## config.mk

```make
export PLATFORM = sky130hd
export DESIGN_NAME = wro_ctrl
export DESIGN_NICKNAME = d
export VERILOG_FILES = /design/src/rtl/wro_pkg.sv /design/src/rtl/wro_ctrl.sv
export VERILOG_INCLUDE_DIRS = /design/src /design/src/rtl
export SDC_FILE = /design/constraint.sdc
export NUM_CORES = 1
export LEC_CHECK = 0
export BUFFER_PORTS_ARGS = -buffer_cell sky130_fd_sc_hd__buf_4
export CORE_AREA = 2 2 39 41
export CTS_BUF_LIST = sky130_fd_sc_hd__clkbuf_4
export CTS_CLUSTER_DIAMETER = 30
export DETAILED_ROUTE_END_ITERATION = 12
export DIE_AREA = 0 0 41 43
export SYNTH_ARGS = -nofsm -noshare
export SYNTH_HDL_FRONTEND = slang
export SYNTH_SLANG_ARGS = --single-unit
```

## constraint.sdc

```tcl
create_clock -name clk -period 1.5 [get_ports clk]
set_input_delay 0 -clock clk [delete_from_list [all_inputs] [get_ports clk]]
set_output_delay 0 -clock clk [all_outputs]
set_load 0.01 [all_outputs]
```

## src/rtl/wavetable_resampling_oscillator_top_defines.svh

```systemverilog
// ----------------------------------------------------------------------------
// Assertion macros for the wavetable resampling oscillator
// Shared implication checks, clocked on the rising edge, off during reset.
// ----------------------------------------------------------------------------
`ifndef WAVETABLE_RESAMPLING_OSCILLATOR_TOP_DEFINES_SVH
`define WAVETABLE_RESAMPLING_OSCILLATOR_TOP_DEFINES_SVH

// same-cycle implication
`define WRO_ASSERT_IMP(lbl, ck, rn, ante, cons) \
	lbl: assert property (@(posedge ck) disable iff (!rn) (ante) |-> (cons)) \
		else $error("wro: same-cycle check failed");

// next-cycle implication
`define WRO_ASSERT_NXT(lbl, ck, rn, ante, cons) \
	lbl: assert property (@(posedge ck) disable iff (!rn) (ante) |=> (cons)) \
		else $error("wro: next-cycle check failed");

`endif

```

## src/rtl/wro_pkg.sv

```systemverilog
// ----------------------------------------------------------------------------
// wro_pkg
// Shared constants, codes, controller states and command/status bundles.
// ----------------------------------------------------------------------------
package wro_pkg;

	localparam int TABLE_DEPTH_DEF = 256;
	localparam int MAX_RING_DEF    = 1024;

	localparam int SAMPLE_W    = 16;
	localparam int LOAD_IDX_W  = 8;
	localparam int RING_LEN_W  = 11;
	localparam int MODEL_LEN_W = 9;
	localparam int CFG_W       = 11;
	localparam int CFG_IDX_W   = 1;
	localparam int S_DATA_W    = 24;

	localparam logic [RING_LEN_W-1:0]  RING_LEN_RST  = 11'd200;
	localparam logic [MODEL_LEN_W-1:0] MODEL_LEN_RST = 9'd133;

	localparam logic [SAMPLE_W-1:0] SAT_POS     = 16'h7FFF;
	localparam logic [SAMPLE_W-1:0] SAT_NEG_MAG = 16'h8000;

	localparam logic OP_LOAD = 1'b0;
	localparam logic OP_TICK = 1'b1;

	localparam logic [CFG_IDX_W-1:0] CFG_RING_LENGTH  = 1'd0;
	localparam logic [CFG_IDX_W-1:0] CFG_MODEL_LENGTH = 1'd1;

	typedef enum logic [3:0] {
		ST_IDLE,
		ST_MUL_R,
		ST_DIV1_GO,
		ST_DIV1_WAIT,
		ST_RD_A,
		ST_RD_B,
		ST_MUL_A,
		ST_MUL_B,
		ST_SUM,
		ST_DIV2_GO,
		ST_DIV2_WAIT,
		ST_DONE
	} state_t;

	typedef struct packed {
		logic load;
		logic mul_r;
		logic div1_go;
		logic k_cap;
		logic rd_b;
		logic a_cap;
		logic mul_a;
		logic mul_b;
		logic sum;
		logic div2_go;
		logic out_load;
	} cmd_t;

	typedef struct packed {
		logic div_busy;
		logic out_free;
	} stat_t;

endpackage

```

## src/rtl/wro_ctrl.sv

```systemverilog
// ----------------------------------------------------------------------------
// wro_ctrl
// Sequencer for one tick: multiply, divide, two table reads, blend, round.
// ----------------------------------------------------------------------------
`include "wavetable_resampling_oscillator_top_defines.svh"

module wro_ctrl (
	input  logic            clk,
	input  logic            arst_n,
	input  logic            s_tvalid,
	input  logic            op,
	output logic            s_tready,
	input  wro_pkg::stat_t  stat,
	output wro_pkg::cmd_t   cmd
);

	wro_pkg::state_t state_q;
	wro_pkg::state_t state_d;

	always_ff @(posedge clk or negedge arst_n) begin
		if (!arst_n) begin
			state_q <= wro_pkg::ST_IDLE;
		end else begin
			state_q <= state_d;
		end
	end

	always_comb begin
		state_d = state_q;
		case (state_q)
			wro_pkg::ST_IDLE: begin
				if (s_tvalid && op == wro_pkg::OP_TICK) begin
					state_d = wro_pkg::ST_MUL_R;
				end
			end
			wro_pkg::ST_MUL_R:   state_d = wro_pkg::ST_DIV1_GO;
			wro_pkg::ST_DIV1_GO: state_d = wro_pkg::ST_DIV1_WAIT;
			wro_pkg::ST_DIV1_WAIT: begin
				if (!stat.div_busy) begin
					state_d = wro_pkg::ST_RD_A;
				end
			end
			wro_pkg::ST_RD_A:    state_d = wro_pkg::ST_RD_B;
			wro_pkg::ST_RD_B:    state_d = wro_pkg::ST_MUL_A;
			wro_pkg::ST_MUL_A:   state_d = wro_pkg::ST_MUL_B;
			wro_pkg::ST_MUL_B:   state_d = wro_pkg::ST_SUM;
			wro_pkg::ST_SUM:     state_d = wro_pkg::ST_DIV2_GO;
			wro_pkg::ST_DIV2_GO: state_d = wro_pkg::ST_DIV2_WAIT;
			wro_pkg::ST_DIV2_WAIT: begin
				if (!stat.div_busy) begin
					state_d = wro_pkg::ST_DONE;
				end
			end
			wro_pkg::ST_DONE: begin
				if (stat.out_free) begin
					state_d = wro_pkg::ST_IDLE;
				end
			end
			default: state_d = wro_pkg::ST_IDLE;
		endcase
	end

	always_comb begin
		cmd      = '0;
		s_tready = 1'b0;
		case (state_q)
			wro_pkg::ST_IDLE: begin
				s_tready = 1'b1;
				cmd.load = s_tvalid && op == wro_pkg::OP_LOAD;
			end
			wro_pkg::ST_MUL_R:     cmd.mul_r = 1'b1;
			wro_pkg::ST_DIV1_GO:   cmd.div1_go = 1'b1;
			wro_pkg::ST_DIV1_WAIT: cmd.k_cap = !stat.div_busy;
			wro_pkg::ST_RD_A: begin
			end
			wro_pkg::ST_RD_B: begin
				cmd.rd_b  = 1'b1;
				cmd.a_cap = 1'b1;
			end
			wro_pkg::ST_MUL_A:   cmd.mul_a = 1'b1;
			wro_pkg::ST_MUL_B:   cmd.mul_b = 1'b1;
			wro_pkg::ST_SUM:     cmd.sum = 1'b1;
			wro_pkg::ST_DIV2_GO: cmd.div2_go = 1'b1;
			wro_pkg::ST_DIV2_WAIT: begin
			end
			wro_pkg::ST_DONE:    cmd.out_load = stat.out_free;
			default: begin
			end
		endcase
	end

	`WRO_ASSERT_NXT(a_tick_starts, clk, arst_n, s_tvalid && s_tready && op == wro_pkg::OP_TICK, state_q == wro_pkg::ST_MUL_R)
	`WRO_ASSERT_IMP(a_div_idle, clk, arst_n, cmd.div1_go || cmd.div2_go, !stat.div_busy)

endmodule

```

* Word level (Yosys, flattened, before mapping)
Index checks and enable logic that the tools add are counted.
** Storage, ports and cells
- Register bits after elaboration :: 4
** Operators by class
- Bitwise operators :: 1
- Eq/ne operators :: 15
- Muxes and demuxes :: 16
- Reductions and logical operators :: 5
** Operators with widths (count)
- $pmux W4 S12 :: 1
- $eq A4 B3 Y1 const B :: 4
- $eq A4 B4 Y1 const B :: 4
- $mux W4 :: 4
- $mux W1 :: 10
- $eq A4 B2 Y1 const B :: 2
- $ne A2 B2 Y1 const B :: 4
- $eq A4 B1 Y1 const B :: 1
- $logic_not A4 Y1 :: 1
- $reduce_and A4 Y1 :: 1
- $logic_and A1 B1 Y1 :: 2
- $mux W2 :: 1
- $logic_not A1 Y1 :: 1
- $not A1 Y1 :: 1

* Depth between registers and ports, before layout
- Depth in word-level cells :: 3
- Mapped depth :: 4
- Mapped depth without buffers :: 3

* Worst setup path after synthesis
OpenSTA, ideal clock, no wires.
- Path type :: reg-to-reg
- From :: register state_q[3]
- To :: register state_q[0]
- Library setup time :: 132 ps
- Setup slack :: 350 ps
- Data arrival time :: 1018 ps
- Cell stages (with the launch flop) :: 5
- Clock period less this slack :: 1150 ps
- Data required time :: 1368 ps
- Path through :: dfrtp_1 buf_6 or2_4 a211oi_1 o32ai_1
** On the way
- Word-level cells in the longest chain between the ends :: 3
- Elaborated cells between the ends (all ways) :: 18
** RTL lines
- start: declaration :: RTL line wro_ctrl.sv:17 : wro_pkg::state_t state_q;
- start signal: assignment :: RTL line wro_ctrl.sv:22 : state_q <= wro_pkg::ST_IDLE;
- start signal: assignment :: RTL line wro_ctrl.sv:24 : state_q <= state_d;
- $eq A4 B2 Y1 (tied with other cells) :: RTL line wro_ctrl.sv:30 : case (state_q)
- $ne A2 B2 Y1 (no source line)
- $reduce_and A4 Y1 (no source line)
Several ways; a longest one is shown, not always the timed one.
A chain may end at the register's enable or synchronous reset.

==> key figures <==
Status
  • Outcome: finished, final reports clean

Worst setup path
  • CP max stage delay: 440 ps
  • CP required: 1500 ps
  • Worst-path fanout max: 8
  • Crit start category: flip-flop
  • CP cell instances: or2_4 > nor3_4 > and3b_1 > buf_4
  • Critical Path Sink Type: output port
  • Slowest CP cell: dfrtp_1
  • Setup CP Type: reg -> out
  • Worst path arrival time: 1390 ps

Timing
  • Fmax: 718 MHz
  • Final worst path period share: 92.9%
  • Unrepaired setup endpoints after global routing: no
  • Final Hold Fails: 0
  • Rel. slew slack: 77.9%
  • Slew @ Worst Pin: 331 ps
  • Setup Skew: 1.42 ps
  • Max Slew Vio Count: 0
  • Total negative slack: 0 ps
  • Final setup viols: 0
  • Clock period minus final worst setup slack: 1390 ps

Placed design
  • Detailed placement HPWL: 645 µm
  • Port Buffers: 17
  • Gpl congestion: 0.746

Drt
  • Vias/cell: 4.67
  • DRC viols: 0
  • Post-Route WL: 803 µm
  • Drt first pass iters: 4
  • 1st-iter DRT viols: 7
  • Vias: 350
  • Routed Antenna Nets: 0
  • Post-DR wirelength/cell: 10.7 µm

Clock network
  • Num Clock Sinks: 4
  • Total CTS buffers: 3
  • Post-cts resize count: 0
  • Clock Path Buffers: 2
  • CTS tree: built
  • H-Tree Depth: 1
  • Clock root cell: clkbuf_4
  • Reg clk slew, reported paths: 40 ps
  • Clock Latency Late Sink: 230 ps

Global route
  • Largest net degree at the start of global routing: 10
  • Met3 Use GR: 3.14%
  • GRT met1 Usage: 14.3%
  • Initial antenna violation count: 0
  • Most Crowded Layer GR: met2
  • Remaining Overflow, GRT: 0
  • Vias in the first global route: 326
  • First-pass GRT wire length: 1.37 mm
  • All-Layer GR Usage: 11.6%
  • GRT met2 Usage: 16.6%

Synth
  • Synth Instances: 41
  • Seq cells post-synth: 4
  • Synth top area cells: dfrtp_1 31%, nor2_1 12%, mux2i_1 6.2%
  • Syn Area/Cell: 7.93 µm²
  • Distinct cell type count after synthesis: 21
  • Register area share after synthesis: 30.8%
  • Ys Warns: 0
  • Mapped Area: 325 µm²
  • Net count of the mapped netlist: 47
  • Share of the synthesized area in the top cell type: 30.8%
  • Area leader, netlist: dfrtp_1

Final layout
  • Max reg flops: 4
  • Commonest non-fill, non-tap cell in the layout: buf_4
  • Util after Layout: 34.8%
  • Layout cells sized above 1: 39.0%
  • Most frequent cells in the layout: 17 x buf_4, 10 x nor2_1, 4 x nand2_1, 4 x dfrtp_1
  • FILL cells: 151
  • Synth-to-Final Area Change: 48.1%
  • Top flop regs: state_q x4
  • Net count, final: 67
  • Largest register by flop count: state_q
  • ANT cells: 0

Floorplanning
  • # IOs: 18
  • Die Ht: 43 µm
  • Starting density of the core: 23.5%
  • Row count: 14
  • Die Area: 0.00176 mm²
  • Chip width: 41 µm
  • Core Area: 0.00138 mm²

Run
  • Max_cap viols: 0

Power and ir drop
  • Leak Pwr: 0.239 nW
  • Pwr Density: 1810 mW/mm²
  • Peak supply drop: 544 µV

Worst hold path
  • Hold WC Path Type: in -> reg
[critical path: cells and delay by family (launching register included)]
family	cells	cell delay, ps
buffers and inverters	1	110
DFF	1	440
and+or+nand+nor	3	600
[cell families (layout without fill, tap and decap cells)]
| kind of cell | after synthesis | after routing | share of synthesized area (%) |
|---|---|---|---|
| buf+inv | 5 | 23 | 9.62 |
| compound gates | 5 | 5 | 11.9 |
| mux | 2 | 2 | 6.15 |
| simple gates | 25 | 25 | 41.5 |
| flops | 4 | 4 | 30.8 |
[path summary, 6_finish.rpt]
| check | from | to | slack [ps] | cells past startpoint |
|---|---|---|---|---|
| worst max-delay path | state_q[2]$_DFFE_PN0P_ | cmd[10] | 110 | 4 |
| worst min-delay path | op | state_q[0]$_DFFE_PN0P_ | 60 | 3 |
| worst max register to register | state_q[2]$_DFFE_PN0P_ | state_q[0]$_DFFE_PN0P_ | 300 | 3 |
| worst min register to register | state_q[3]$_DFFE_PN0P_ | state_q[2]$_DFFE_PN0P_ | 590 | 1 |
| max in group asynchronous | arst_n | state_q[3]$_DFFE_PN0P_ | 1290 | 2 |
| min in group asynchronous | arst_n | state_q[1]$_DFFE_PN0P_ | 100 | 2 |
[metal layers]
layer | share of wire, % | vias up
met5 | 0 | -
met4 | 0 | 0
met3 | 5.9 | 0
met2 | 53 | 10
met1 | 41 | 164
li1 | - | 176
[area by class of cell]
type / count / area [µm²] / area share, %
Sequential cell: 4 / 100 / 20.8
Timing Repair Buffer: 18 / 138 / 28.6
Inverter: 2 / 7.51 / 1.56
Tap cell: 16 / 20.0 / 4.16
Clock buffer: 3 / 22.5 / 4.68
Multi-Input combinational cell: 32 / 194 / 40.3
[Yosys cell counts]
library cell,count
dfrtp_1,4
nor2_1,10
or2_4,1
a211oi_1,1
buf_4,1
o32ai_1,1
a221oi_1,1
buf_6,1
nand3_1,1
or2b_1,1
mux2i_1,2
nor3_4,1
nor3_1,2
nand2b_1,3
nand2_1,4
and3b_1,1
and2_2,1
a21oi_1,1
a31o_1,1
buf_2,1
inv_1,2
[power breakdown]
part           internal (mW)  switching, mW
Sequential             0.154          0.112
Clock                 0.0896         0.0449
Combinational          0.246          0.224
[repair_timing]
item / 4_1_cts / 5_1_grt
hold endpoints to repair: 4 / 0
setup endpoints to repair: 0 / 0
buffers inserted: 0 / 0
hold buffers: 1 / 0
[stage by stage]
stage               setup WS (ps)  hold slack, ps  instances  total power [mW]  instance area (µm²)
floorplan                     350            -296         41             0.584                  325
global placement              308            -199         71             0.741                  449
detailed placement            300            -199         71             0.743                  449
CTS                          97.0            50.5         75             0.885                  482
global route                 32.5            72.9         75             0.953                  482
finish                        106            58.9         75             0.870                  482
(Power assumes the default switching activity.)
